[src/design/cat_pkg.sv]
// Types and constants shared by the command line tokenizer.
// Standalone package; no dependencies.
package cat_pkg;

    localparam int START_W = 10;
    localparam int LEN_W   = 11;

    // Result queue depth and pointer width
    localparam int QDEPTH = 4;
    localparam int QPTR_W = 2;
    localparam int QCNT_W = 3;

    localparam logic [7:0] CH_SPACE  = 8'h20;
    localparam logic [7:0] CH_DQUOTE = 8'h22;
    localparam logic [7:0] CH_SQUOTE = 8'h27;
    localparam logic [7:0] CH_DASH   = 8'h2d;
    localparam logic [7:0] CH_EQUALS = 8'h3d;

    typedef enum logic [2:0] {
        MODE_IDLE   = 3'd0,
        MODE_DASH   = 3'd1,
        MODE_SHORT  = 3'd2,
        MODE_LONG   = 3'd3,
        MODE_NUMBER = 3'd4,
        MODE_STRING = 3'd5,
        MODE_QUOTED = 3'd6
    } mode_t;

    typedef enum logic [2:0] {
        KIND_EOL    = 3'd0,
        KIND_SHORT  = 3'd1,
        KIND_LONG   = 3'd2,
        KIND_EQUALS = 3'd3,
        KIND_NUMBER = 3'd4,
        KIND_STRING = 3'd5,
        KIND_BAD    = 3'd6
    } kind_t;

    typedef struct packed {
        logic [7:0] char_code;
        logic       line_end;
    } char_item_t;

    typedef struct packed {
        kind_t              token_kind;
        logic [START_W-1:0] token_start;
        logic [LEN_W-1:0]   token_length;
        logic               last;
    } token_t;

endpackage

[src/design/cmdline_argument_tokenizer.sv]
// Command line tokenizer: splits a byte stream into option, number and string tokens.
// Depends on cat_pkg for the item types, character codes and lexer modes.
//
// Usage:
//   Bytes enter on the char channel (char_valid/char_stall/char_data), one transfer
//   per byte; a transfer with line_end set flushes the token in progress and adds an
//   end-of-line token. Tokens leave on the tok channel (tok_valid/tok_stall/tok_data),
//   each with kind, start, length and a last flag on the final token of a byte.
//   A byte is decoded in the cycle it is taken and its tokens go into a four-entry
//   result queue, which is registered; the tok channel reads from its head.
//   One byte is taken per cycle while char_stall is low. A byte that yields two
//   tokens adds to the queue faster than the tok channel drains it, as tokens leave
//   one at a time. The limit is the single read port of the result queue.
//   char_stall rises when fewer than two queue entries are free, so a stalled
//   receiver backs up into the byte side once three or more tokens wait; a
//   stalled token holds its value.
//   Reset (rst_n low, asynchronous) empties the queue and returns the lexer to the
//   start of a line with no token open.
module cmdline_argument_tokenizer #(
    parameter int LINE_MAX = 1024
) (
    input  logic                clk,
    input  logic                rst_n,
    input  logic                char_valid,
    output logic                char_stall,
    input  cat_pkg::char_item_t char_data,
    output logic                tok_valid,
    input  logic                tok_stall,
    output cat_pkg::token_t     tok_data
);

    localparam int LW = $clog2(LINE_MAX + 1);
    localparam int SW = $clog2(LINE_MAX);
    localparam logic [LW-1:0] LMAX     = LW'(LINE_MAX);
    localparam logic [LW-1:0] LAST_POS = LW'(LINE_MAX - 1);

    function automatic logic [LW-1:0] sat_inc(input logic [LW-1:0] v);
        return (v < LMAX) ? v + LW'(1) : LMAX;
    endfunction

    function automatic cat_pkg::token_t make_tok(input cat_pkg::kind_t kind,
                                                 input logic [SW-1:0] start,
                                                 input logic [LW-1:0] len);
        cat_pkg::token_t t;
        logic [31:0]     s32;
        logic [31:0]     l32;
        s32            = 32'(start);
        l32            = 32'(len);
        t.token_kind   = kind;
        t.token_start  = s32[cat_pkg::START_W-1:0];
        t.token_length = l32[cat_pkg::LEN_W-1:0];
        t.last         = 1'b0;
        return t;
    endfunction

    // Lexer state
    cat_pkg::mode_t mode_reg, mode_next;
    logic           short_bad_reg, short_bad_next;
    logic           quote_single_reg, quote_single_next;
    logic [SW-1:0]  start_reg, start_next;
    logic [LW-1:0]  run_reg, run_next;
    logic [LW-1:0]  line_pos_reg, line_pos_next;

    // Result queue
    cat_pkg::token_t           q_reg [cat_pkg::QDEPTH];
    logic [cat_pkg::QPTR_W-1:0] wr_ptr_reg, rd_ptr_reg;
    logic [cat_pkg::QCNT_W-1:0] count_reg, count_next;

    logic          acc;
    logic          pop;
    logic [7:0]    ch;
    logic          c_space, c_eq, c_dash, c_lower, c_digit, c_quote, c_squote;
    logic [SW-1:0] cur_start;

    logic           fin_v;
    cat_pkg::kind_t fin_kind;
    logic [LW-1:0]  fin_len;
    logic           beg;

    cat_pkg::token_t res0, res1;
    logic [1:0]      push_cnt;

    assign char_stall = (count_reg > cat_pkg::QCNT_W'(cat_pkg::QDEPTH - 2));
    assign acc        = char_valid && !char_stall;
    assign tok_valid  = (count_reg != '0);
    assign tok_data   = q_reg[rd_ptr_reg];
    assign pop        = tok_valid && !tok_stall;

    // A zero byte counts as a space
    assign ch = (char_data.char_code == 8'h00) ? cat_pkg::CH_SPACE : char_data.char_code;

    always_comb
    begin
        c_space  = (ch == cat_pkg::CH_SPACE);
        c_eq     = (ch == cat_pkg::CH_EQUALS);
        c_dash   = (ch == cat_pkg::CH_DASH);
        c_lower  = ch inside {[8'h61:8'h7a]};
        c_digit  = ch inside {[8'h30:8'h39]};
        c_quote  = ch inside {cat_pkg::CH_DQUOTE, cat_pkg::CH_SQUOTE};
        c_squote = (ch == cat_pkg::CH_SQUOTE);
    end

    assign cur_start = (line_pos_reg < LAST_POS) ? SW'(line_pos_reg) : SW'(LAST_POS);

    // Next state, plus which token (if any) closes on this transfer
    always_comb
    begin
        mode_next         = mode_reg;
        short_bad_next    = short_bad_reg;
        quote_single_next = quote_single_reg;
        start_next        = start_reg;
        run_next          = run_reg;
        line_pos_next     = line_pos_reg;
        fin_v             = 1'b0;
        fin_kind          = cat_pkg::KIND_EOL;
        fin_len           = run_reg;
        beg               = 1'b0;
        if (acc)
        begin
            if (char_data.line_end)
            begin
                fin_v = 1'b1;
                case (mode_reg)
                    cat_pkg::MODE_DASH:   fin_kind = cat_pkg::KIND_BAD;
                    cat_pkg::MODE_SHORT:  fin_kind = short_bad_reg ? cat_pkg::KIND_BAD
                                                                   : cat_pkg::KIND_SHORT;
                    cat_pkg::MODE_LONG:   fin_kind = cat_pkg::KIND_LONG;
                    cat_pkg::MODE_NUMBER: fin_kind = cat_pkg::KIND_NUMBER;
                    cat_pkg::MODE_STRING: fin_kind = cat_pkg::KIND_STRING;
                    cat_pkg::MODE_QUOTED: fin_kind = cat_pkg::KIND_BAD;
                    default:              fin_v    = 1'b0;
                endcase
                mode_next         = cat_pkg::MODE_IDLE;
                short_bad_next    = 1'b0;
                quote_single_next = 1'b0;
                start_next        = '0;
                run_next          = '0;
                line_pos_next     = '0;
            end
            else
            begin
                line_pos_next = sat_inc(line_pos_reg);
                case (mode_reg)
                    cat_pkg::MODE_DASH:
                    begin
                        run_next = sat_inc(run_reg);
                        if (c_dash)
                        begin
                            mode_next = cat_pkg::MODE_LONG;
                        end
                        else
                        begin
                            short_bad_next = !c_lower;
                            mode_next      = cat_pkg::MODE_SHORT;
                        end
                    end
                    cat_pkg::MODE_SHORT:
                    begin
                        fin_v    = 1'b1;
                        fin_kind = (short_bad_reg || !(c_space || c_eq)) ? cat_pkg::KIND_BAD
                                                                          : cat_pkg::KIND_SHORT;
                        beg      = 1'b1;
                    end
                    cat_pkg::MODE_LONG:
                    begin
                        if (c_lower)
                        begin
                            run_next = sat_inc(run_reg);
                        end
                        else
                        begin
                            fin_v    = 1'b1;
                            fin_kind = (c_space || c_eq) ? cat_pkg::KIND_LONG
                                                         : cat_pkg::KIND_BAD;
                            beg      = 1'b1;
                        end
                    end
                    cat_pkg::MODE_NUMBER:
                    begin
                        if (c_digit)
                        begin
                            run_next = sat_inc(run_reg);
                        end
                        else if (c_space)
                        begin
                            fin_v     = 1'b1;
                            fin_kind  = cat_pkg::KIND_NUMBER;
                            mode_next = cat_pkg::MODE_IDLE;
                        end
                        else
                        begin
                            // Stray byte joins the number and spoils it
                            run_next  = sat_inc(run_reg);
                            fin_v     = 1'b1;
                            fin_kind  = cat_pkg::KIND_BAD;
                            fin_len   = sat_inc(run_reg);
                            mode_next = cat_pkg::MODE_IDLE;
                        end
                    end
                    cat_pkg::MODE_STRING:
                    begin
                        if (c_space || c_quote)
                        begin
                            fin_v    = 1'b1;
                            fin_kind = cat_pkg::KIND_STRING;
                            beg      = 1'b1;
                        end
                        else
                        begin
                            run_next = sat_inc(run_reg);
                        end
                    end
                    cat_pkg::MODE_QUOTED:
                    begin
                        if (c_quote)
                        begin
                            fin_v = 1'b1;
                            if (c_squote == quote_single_reg)
                            begin
                                run_next  = sat_inc(run_reg);
                                fin_kind  = cat_pkg::KIND_STRING;
                                fin_len   = sat_inc(run_reg);
                                mode_next = cat_pkg::MODE_IDLE;
                            end
                            else
                            begin
                                fin_kind = cat_pkg::KIND_BAD;
                                beg      = 1'b1;
                            end
                        end
                        else
                        begin
                            run_next = sat_inc(run_reg);
                        end
                    end
                    default:
                    begin
                        beg = 1'b1;
                    end
                endcase
                // Open a new token with this byte
                if (beg)
                begin
                    mode_next = cat_pkg::MODE_IDLE;
                    if (!c_space)
                    begin
                        start_next = cur_start;
                        run_next   = LW'(1);
                        if (c_dash)
                        begin
                            mode_next = cat_pkg::MODE_DASH;
                        end
                        else if (c_digit)
                        begin
                            mode_next = cat_pkg::MODE_NUMBER;
                        end
                        else if (c_quote)
                        begin
                            quote_single_next = c_squote;
                            mode_next         = cat_pkg::MODE_QUOTED;
                        end
                        else if (!c_eq)
                        begin
                            mode_next = cat_pkg::MODE_STRING;
                        end
                    end
                end
            end
        end
    end

    // Assemble up to two tokens for this transfer, in order
    always_comb
    begin
        cat_pkg::token_t second;
        logic            has_second;
        logic            eol;
        logic            beg_eq;
        eol    = acc && char_data.line_end;
        beg_eq = beg && c_eq;
        if (eol)
        begin
            second = make_tok(cat_pkg::KIND_EOL, cur_start, '0);
        end
        else
        begin
            second = make_tok(cat_pkg::KIND_EQUALS, cur_start, LW'(1));
        end
        has_second = eol || beg_eq;
        res0       = make_tok(fin_kind, start_reg, fin_len);
        res1       = second;
        res1.last  = 1'b1;
        if (fin_v)
        begin
            res0.last = !has_second;
            push_cnt  = has_second ? 2'd2 : 2'd1;
        end
        else
        begin
            res0      = second;
            res0.last = 1'b1;
            push_cnt  = has_second ? 2'd1 : 2'd0;
        end
    end

    assign count_next = count_reg + cat_pkg::QCNT_W'(push_cnt) - cat_pkg::QCNT_W'(pop);

    always_ff @(posedge clk or negedge rst_n)
    begin
        if (!rst_n)
        begin
            mode_reg         <= cat_pkg::MODE_IDLE;
            short_bad_reg    <= 1'b0;
            quote_single_reg <= 1'b0;
            start_reg        <= '0;
            run_reg          <= '0;
            line_pos_reg     <= '0;
            wr_ptr_reg       <= '0;
            rd_ptr_reg       <= '0;
            count_reg        <= '0;
        end
        else
        begin
            mode_reg         <= mode_next;
            short_bad_reg    <= short_bad_next;
            quote_single_reg <= quote_single_next;
            start_reg        <= start_next;
            run_reg          <= run_next;
            line_pos_reg     <= line_pos_next;
            wr_ptr_reg       <= wr_ptr_reg + cat_pkg::QPTR_W'(push_cnt);
            rd_ptr_reg       <= rd_ptr_reg + cat_pkg::QPTR_W'(pop);
            count_reg        <= count_next;
        end
    end

    // Queue payload: no reset
    always_ff @(posedge clk)
    begin
        if (push_cnt != 2'd0)
        begin
            q_reg[wr_ptr_reg] <= res0;
        end
        if (push_cnt == 2'd2)
        begin
            q_reg[wr_ptr_reg + cat_pkg::QPTR_W'(1)] <= res1;
        end
    end

    a_queue_bound: assert property (@(posedge clk) disable iff (!rst_n)
        count_reg <= cat_pkg::QCNT_W'(cat_pkg::QDEPTH))
        else $error("result queue overflow");

    a_line_restart: assert property (@(posedge clk) disable iff (!rst_n)
        acc && char_data.line_end |=> line_pos_reg == '0 && mode_reg == cat_pkg::MODE_IDLE)
        else $error("line end did not restart the line");

    a_eol_pushed: assert property (@(posedge clk) disable iff (!rst_n)
        acc && char_data.line_end |=> count_reg != '0)
        else $error("line end left no token queued");

    a_run_bound: assert property (@(posedge clk) disable iff (!rst_n)
        run_reg <= LMAX && line_pos_reg <= LMAX)
        else $error("length or position past line size");

endmodule

[config.mk]
export PLATFORM = sky130hd
export DESIGN_NAME = cmdline_argument_tokenizer
export DESIGN_NICKNAME = d
export VERILOG_FILES = /design/src/design/cat_pkg.sv /design/src/design/cmdline_argument_tokenizer.sv
export SDC_FILE = /design/constraint.sdc
export NUM_CORES = 1
export LEC_CHECK = 0
export ABC_AREA = 1
export BUFFER_PORTS_ARGS = -buffer_cell sky130_fd_sc_hd__buf_2
export CAP_MARGIN = 5
export CORE_ASPECT_RATIO = 0.9
export CORE_MARGIN = 2
export CORE_UTILIZATION = 60
export DETAILED_ROUTE_END_ITERATION = 6
export PLACE_DENSITY = 0.86
export SYNTH_ARGS = -nofsm -noshare
export SYNTH_HDL_FRONTEND = slang
export SYNTH_SLANG_ARGS = --single-unit
[constraint.sdc]
create_clock -name clk -period 8.45 [get_ports clk]
set_input_delay 0.4225 -clock clk [delete_from_list [all_inputs] [get_ports clk]]
set_output_delay 0.4225 -clock clk [all_outputs]
set_load 0.02 [all_outputs]
==> impl_metrics.toml, run 1 <==
[clocking]
postCtsSetupRepairBufs = 0
cts_tree = "built"
h-tree-depth = 4
cts_buffer_depth = 2
cts_sinks = 144
cts_made_buffers = 17
clk_pin_slew_ps = 70
cts_hold_buffers = 0
clock_latency_ps = 430
cts-resized-gates = 0
cts-root-buf = "clkbuf_16"

[critical_path]
critical_path_buf_inv_count = 6
rr_worst_depth = 18
critPathKind = "reg2reg"
crit_arrival_ps = 5450
cp.depth = 18
startpoint_type = "register"
cp_slowest_cell = "nand2_1"
path_common_cell = "nand2_1"
crit_fanout = 25
required_ps = 8760
timing.reg2reg.setup_slack_ps = 3310
path_cells = "inv_2, nor2_2, nand2_1, inv_1, nand3_1, nand2_1, nor2_1, nand3_1, nand2_2, inv_2, ha_1, inv_1, nor3_1, inv_1, nand2_1, inv_1, nand2_1, nand2_1"
timing.rr.end = "q_reg[0][3]"
crit_family = "simple AND/OR/NAND/NOR gates"
cp_slowest_stage_delay_ps = 630
cp-end-kind = "register"
r2r-start = "mode_reg[2]"

[floorplan]
die_y_um = 117
initial_core_util_pct = 61.0
dieArea_mm2 = 0.0151
core_mm2 = 0.0140
die_w_um = 130
ios = 40
row_count = 41

[status]
status = "complete, no violations"

[hold_path]
hold_class = "in2async"

[placed_design]
place.gp.congestion = 1.03
portBuffers = 39
postPlaceCellArea_mm2 = 0.00882
hpwl_um = 17300
place_ws_ps = 3480

[layout]
largest_register_ffs = 100
fin_area_mm2 = 0.00937
multi_input_comb_area_mm2 = 0.00428
drive_gt1_share_pct = 9.70
syn_to_final_growth_pct = 10.2
fill_cells = 1202
diodes = 0
finalCoreUtilization_pct = 67.2
register_area_mm2 = 0.00362
finalNetCount = 1227

[sta]
slew_violations = 0
timing.final.crit_share_pct = 60.8
max-slew-margin-rel_pct = 29.4
period_needed_ps = 5140
rsz0062_at_grt = "false"
finalHoldViolCount = 0
tightestPinTransition_ps = 1060
finalSetupViolations = 0
fin_skew_ps = 9.88
fin_setup_tns_ps = 0
timing.fmax_mhz = 195
worst_slack_ps = 3310

[global_route]
antenna_found_initial = 0
grt_pass1_vias = 7975
grt_overflow = 0
track_usage_pct = 34.9
grt_max_degree = 53
grt_first_pass_wirelength_um = 40800

[logic_synthesis]
yosys_warnings = 0
synthCells = 1184
synth_compound_area_share_pct = 17.8
avgSynthCellArea_um2 = 7.18
synth_fa_ha_area_share_pct = 1.71
synth_cell_type_count = 42
syn-num-nets = 1208
synthMuxAreaShare_pct = 0
synth_xor_area_share_pct = 0.412
syn-cell-area_mm2 = 0.00851
ys_seq_elements = 144
synth_top_family_by_area = "simple AND/OR/NAND/NOR gates"
synthSimpleGateAreaFrac_pct = 30.2
ys_seq_area_share_pct = 42.6

[routing]
wl_per_cell_um = 17.9
routed_via_density = 6.10
ant_nets = 0
vias = 8596
drc_errors = 0
drt-pass1-iter-count = 6
drt_iter0_drc = 1342
wl_um = 25300

[power_and_ir_drop]
power_density_mw_per_mm2 = 318
p_leak_nw = 4.16
ir_drop_mv = 0.182

[job]
max_cap_violations = 0
placed cells by master, fill, tap and decap left out, types with 5 or more instances in the layout:
cell type,n
nand3_1,125
nand2_2,5
buf_4,8
nand2_1,311
dfrtp_1,44
a21oi_4,9
inv_2,6
nor3_1,8
nor2_1,131
nand4_1,13
nor2_2,6
clkbuf_16,18
buf_2,39
o21ai_0,133
o211ai_1,13
o22ai_1,28
a21oi_1,41
inv_1,105
ha_1,10
edfxtp_1,52
o21ai_1,14
dfxtp_1,48
worst reg2reg max path, delay by kind of cell (launching register included):
family | cells | cell delay (ps)
buffers and inverters | 6 | 1680
adder cells (fa/ha/maj) | 1 | 230
AND/OR/NAND/NOR | 11 | 2720
flip-flops | 1 | 420
through the flow:
stage          std cells  hold slack, ps  power [mW]
2_1_floorplan       1184             127        1.86
3_3_place_gp        1377             433        2.21
3_5_place_dp        1377             434        2.24
4_1_cts             1409             225        2.95
5_1_grt             1409             256        3.16
6_report            1409             186        2.98
kinds of logic (layout without fill, tap and decap cells):
group                    count (synthesis)  in the layout
flip-flops                             144            144
adder cells (fa/ha/maj)                 11             11
buffers and inverters                  158            190
AND/OR/NAND/NOR                        610            610
XOR/XNOR                                 4              4
AO/OA/AOI/OAI                          257            257
how the worst max path moves through the flow:
| stage | start | endpoint | slack, ps |
|---|---|---|---|
| floorplan | char_data[8] | q_reg[2][2] | 5320 |
| global placement | mode_reg[2] | q_reg[0][11] | 3650 |
| detailed placement | mode_reg[2] | q_reg[0][11] | 3480 |
| CTS | mode_reg[2] | q_reg[0][3] | 3430 |
| global route | mode_reg[2] | q_reg[0][3] | 2910 |
| finish | mode_reg[2] | q_reg[0][3] | 3310 |
final cells by class:
class	count	share of cell area (%)
inverter	111	4.45
multi-input combinational	882	45.7
clock buffer	20	4.99
tap	193	2.58
timing repair buffer	47	2.72
sequential	144	38.7
clock inverter	12	0.881
Yosys cell counts, drive strengths merged:
master	instances	area (µm²)
a21oi	53	378
a221oi	2	17.5
a22oi	3	22.5
a31oi	2	12.5
buf	9	60.1
clkbuf	38	143
dfrtp	44	1100
dfxtp	48	961
edfxtp	52	1560
fa	1	20.0
ha	10	125
inv	111	417
nand2	319	1230
nand3	125	626
nand3b	1	7.51
nand4	13	81.3
nor2	139	552
nor3	12	60.1
nor4	1	6.26
o2111ai	1	8.76
o211ai	13	97.6
o21a	1	7.51
o21ai	150	762
o21bai	1	7.51
o221a	1	11.3
o221ai	1	8.76
o22ai	28	175
o2bb2ai	1	8.76
xnor2	2	17.5
xor2	2	17.5
per-layer routing:
layer	track usage [%]	vias up	routed length, µm	share of wire [%]
li1	-	4022	-	-
met3	9.64	78	3050	12
met5	0	-	0	0
met2	51.6	569	10900	43
met4	14.3	0	653	2.6
met1	48.7	3927	10700	42
power breakdown:
group	internal, mW	total (mW)	switching [mW]
clock	0.401	0.708	0.307
combinational	0.369	1.31	0.940
sequential	0.863	0.965	0.102
total	1.63	2.98	1.35
(Power assumes the default switching activity.)
==> inputs of run 2 (changes only) <==
--- a/config.mk
+++ b/config.mk
@@ -10,9 +10,9 @@
 export CAP_MARGIN = 5
 export CORE_ASPECT_RATIO = 0.9
 export CORE_MARGIN = 2
-export CORE_UTILIZATION = 60
+export CORE_UTILIZATION = 56
 export DETAILED_ROUTE_END_ITERATION = 6
-export PLACE_DENSITY = 0.86
+export PLACE_DENSITY = 0.85
 export SYNTH_ARGS = -nofsm -noshare
 export SYNTH_HDL_FRONTEND = slang
 export SYNTH_SLANG_ARGS = --single-unit
==> constraint.sdc (replaced) <==
create_clock -name clk -period 4.3 [get_ports clk]
set_input_delay 0.215 -clock clk [delete_from_list [all_inputs] [get_ports clk]]
set_output_delay 0.215 -clock clk [all_outputs]
set_load 0.02 [all_outputs]
==> run 2 against run 1 <==
Net effect: the flow now finishes with violations (hold timing); total power rose by 100%; clock power rose by 110%; global-route usage fell by 3.6 points; largest power group unchanged.
==> impl_metrics.toml, run 2 (same netlist as run 1, synthesis figures left out) <==
[status]
status = "finished with violations"
violations = "hold timing"

[layout]
layout_common_cells = "nand2_1, o21ai_0, nor2_1"
drive_gt1_share_pct = 10.6
largest_register_ffs = 100
register_area_mm2 = 0.00362
instances_no_fill = 1424
fill_cells = 1242
multi_input_comb_area_mm2 = 0.00428
finalNetCount = 1237
finalCoreUtilization_pct = 64.3
syn_to_final_growth_pct = 11.7
diodes = 0
final_common_cell = "nand2_1"

[sta]
slew_violations = 0
fin_setup_tns_ps = 0
timing.final.crit_share_pct = 88.8
finalSetupViolations = 0
fin_skew_ps = 8.00
period_needed_ps = 3820
rsz0062_at_grt = "false"
timing.fmax_mhz = 262
worst_slack_ps = 481
max-slew-margin-rel_pct = 28.5
hold-worst-slack_ps = -18.4
finalHoldViolCount = 18
tightestPinTransition_ps = 1070

[clocking]
cts_hold_buffers = 0
h-tree-depth = 4
cts_tree = "built"
cts-resized-gates = 0
clk_pin_slew_ps = 70
cts_sinks = 144
cts_buffer_depth = 2
clock_latency_ps = 430
cts_made_buffers = 17
postCtsSetupRepairBufs = 0
cts-root-buf = "clkbuf_16"

[hold_path]
hold_class = "in2async"

[global_route]
grt_max_degree = 52
met3_usage_pct = 8.31
grt_pass1_vias = 7641
grt_use_met1_pct = 44.1
grt_first_pass_wirelength_um = 39500
grt_overflow = 0
top_usage_layer = "met2"
use_met2_pct = 47.1
antenna_found_initial = 0
track_usage_pct = 31.2

[floorplan]
die_w_um = 134
ios = 40
dieArea_mm2 = 0.0162
core_mm2 = 0.0148
row_count = 42
initial_core_util_pct = 57.6
die_y_um = 121

[job]
max_cap_violations = 0

[critical_path]
required_ps = 4650
rr_worst_depth = 21
timing.rr.end = "q_reg[2][11]"
cp-end-kind = "register"
critPathKind = "reg2reg"
timing.reg2reg.setup_slack_ps = 480
r2r-start = "mode_reg[2]"
path_common_cell = "inv_1"
startpoint_type = "register"
path_cells = "inv_2, nor2_2, nand2_1, nand2_1, nor2_1, o21ai_2, inv_2, nor2_4, nand2_4, a21oi_1, inv_1, ha_1, inv_1, nor2_1, inv_1, nor2_1, inv_1, nand2_1, inv_1, nand2_1, o21ai_0"
cp_slowest_stage_delay_ps = 400
cp_slowest_cell = "dfrtp_1"
crit_fanout = 13
crit_arrival_ps = 4170

[routing]
drt_iter0_drc = 1176
vias = 8587
drt-pass1-iter-count = 7
ant_nets = 0
wl_um = 24900
drc_errors = 0
wl_per_cell_um = 17.5
routed_via_density = 6.03

[power_and_ir_drop]
p_leak_nw = 4.24
post-layout-total-power_mw = 5.98
power_density_mw_per_mm2 = 630
ir_drop_mv = 0.497

[placed_design]
hpwl_um = 17100
portBuffers = 39
dp_cells = 1392
place_ws_ps = 588
place.gp.congestion = 1.02
run 2: cell types whose count changed in the layout (fill, tap and decap cells not counted):
cell,previous run,this run
clkinv_1,2,0
clkinv_4,3,2
inv_4,0,1
inv_8,0,2
clkinv_2,3,1
buf_4,8,18
clkbuf_2,0,1
clkbuf_8,1,0
bufinv_16,0,1
clkbuf_16,18,19
run 2: how the worst max path moves through the flow:
stage	from	end	slack (ps)	cells after the start
final	mode_reg[2]	q_reg[2][11]	480	21
after detailed placement	mode_reg[2]	q_reg[2][11]	590	21
after global routing	mode_reg[2]	q_reg[2][11]	180	21
after global placement	mode_reg[2]	q_reg[2][11]	840	21
after floorplan	mode_reg[2]	count_reg[2]	1300	19
after CTS	mode_reg[2]	q_reg[2][11]	570	21
run 2: area by class of cell:
| class | count | share of cell area, % |
|---|---|---|
| clock buffers | 21 | 5.10 |
| multi-input cells | 882 | 45.1 |
| repair buffers | 57 | 3.48 |
| flip-flops and latches | 144 | 38.1 |
| clock inverters | 11 | 1.21 |
| well taps | 198 | 2.61 |
| inverters | 111 | 4.39 |
run 2: critical path: cells and delay by family (launching register included):
family / cells / cell delay (ps)
flops: 1 / 400
fa+ha+maj: 1 / 220
compound gates: 3 / 530
buf+inv: 7 / 1080
simple gates: 10 / 1510
run 2: routing by layer:
| layer | share of wire, % | up-vias |
|---|---|---|
| met2 | 43 | 556 |
| met4 | 2.4 | 0 |
| li1 | - | 4036 |
| met1 | 43 | 3923 |
| met3 | 11 | 72 |
| met5 | 0 | - |
run 2: where the power goes:
part | total (mW) | switching, mW | internal, mW
registers | 1.89 | 0.201 | 1.69
clock network | 1.52 | 0.633 | 0.883
logic | 2.57 | 1.83 | 0.745
run 2: through the flow:
stage	hold WS, ps	area [µm²]
5_1_grt	64.2	9500
4_1_cts	16.3	9500
3_5_place_dp	436	8900
2_1_floorplan	-80.6	8510
6_report	-18.4	9500
3_3_place_gp	433	8900
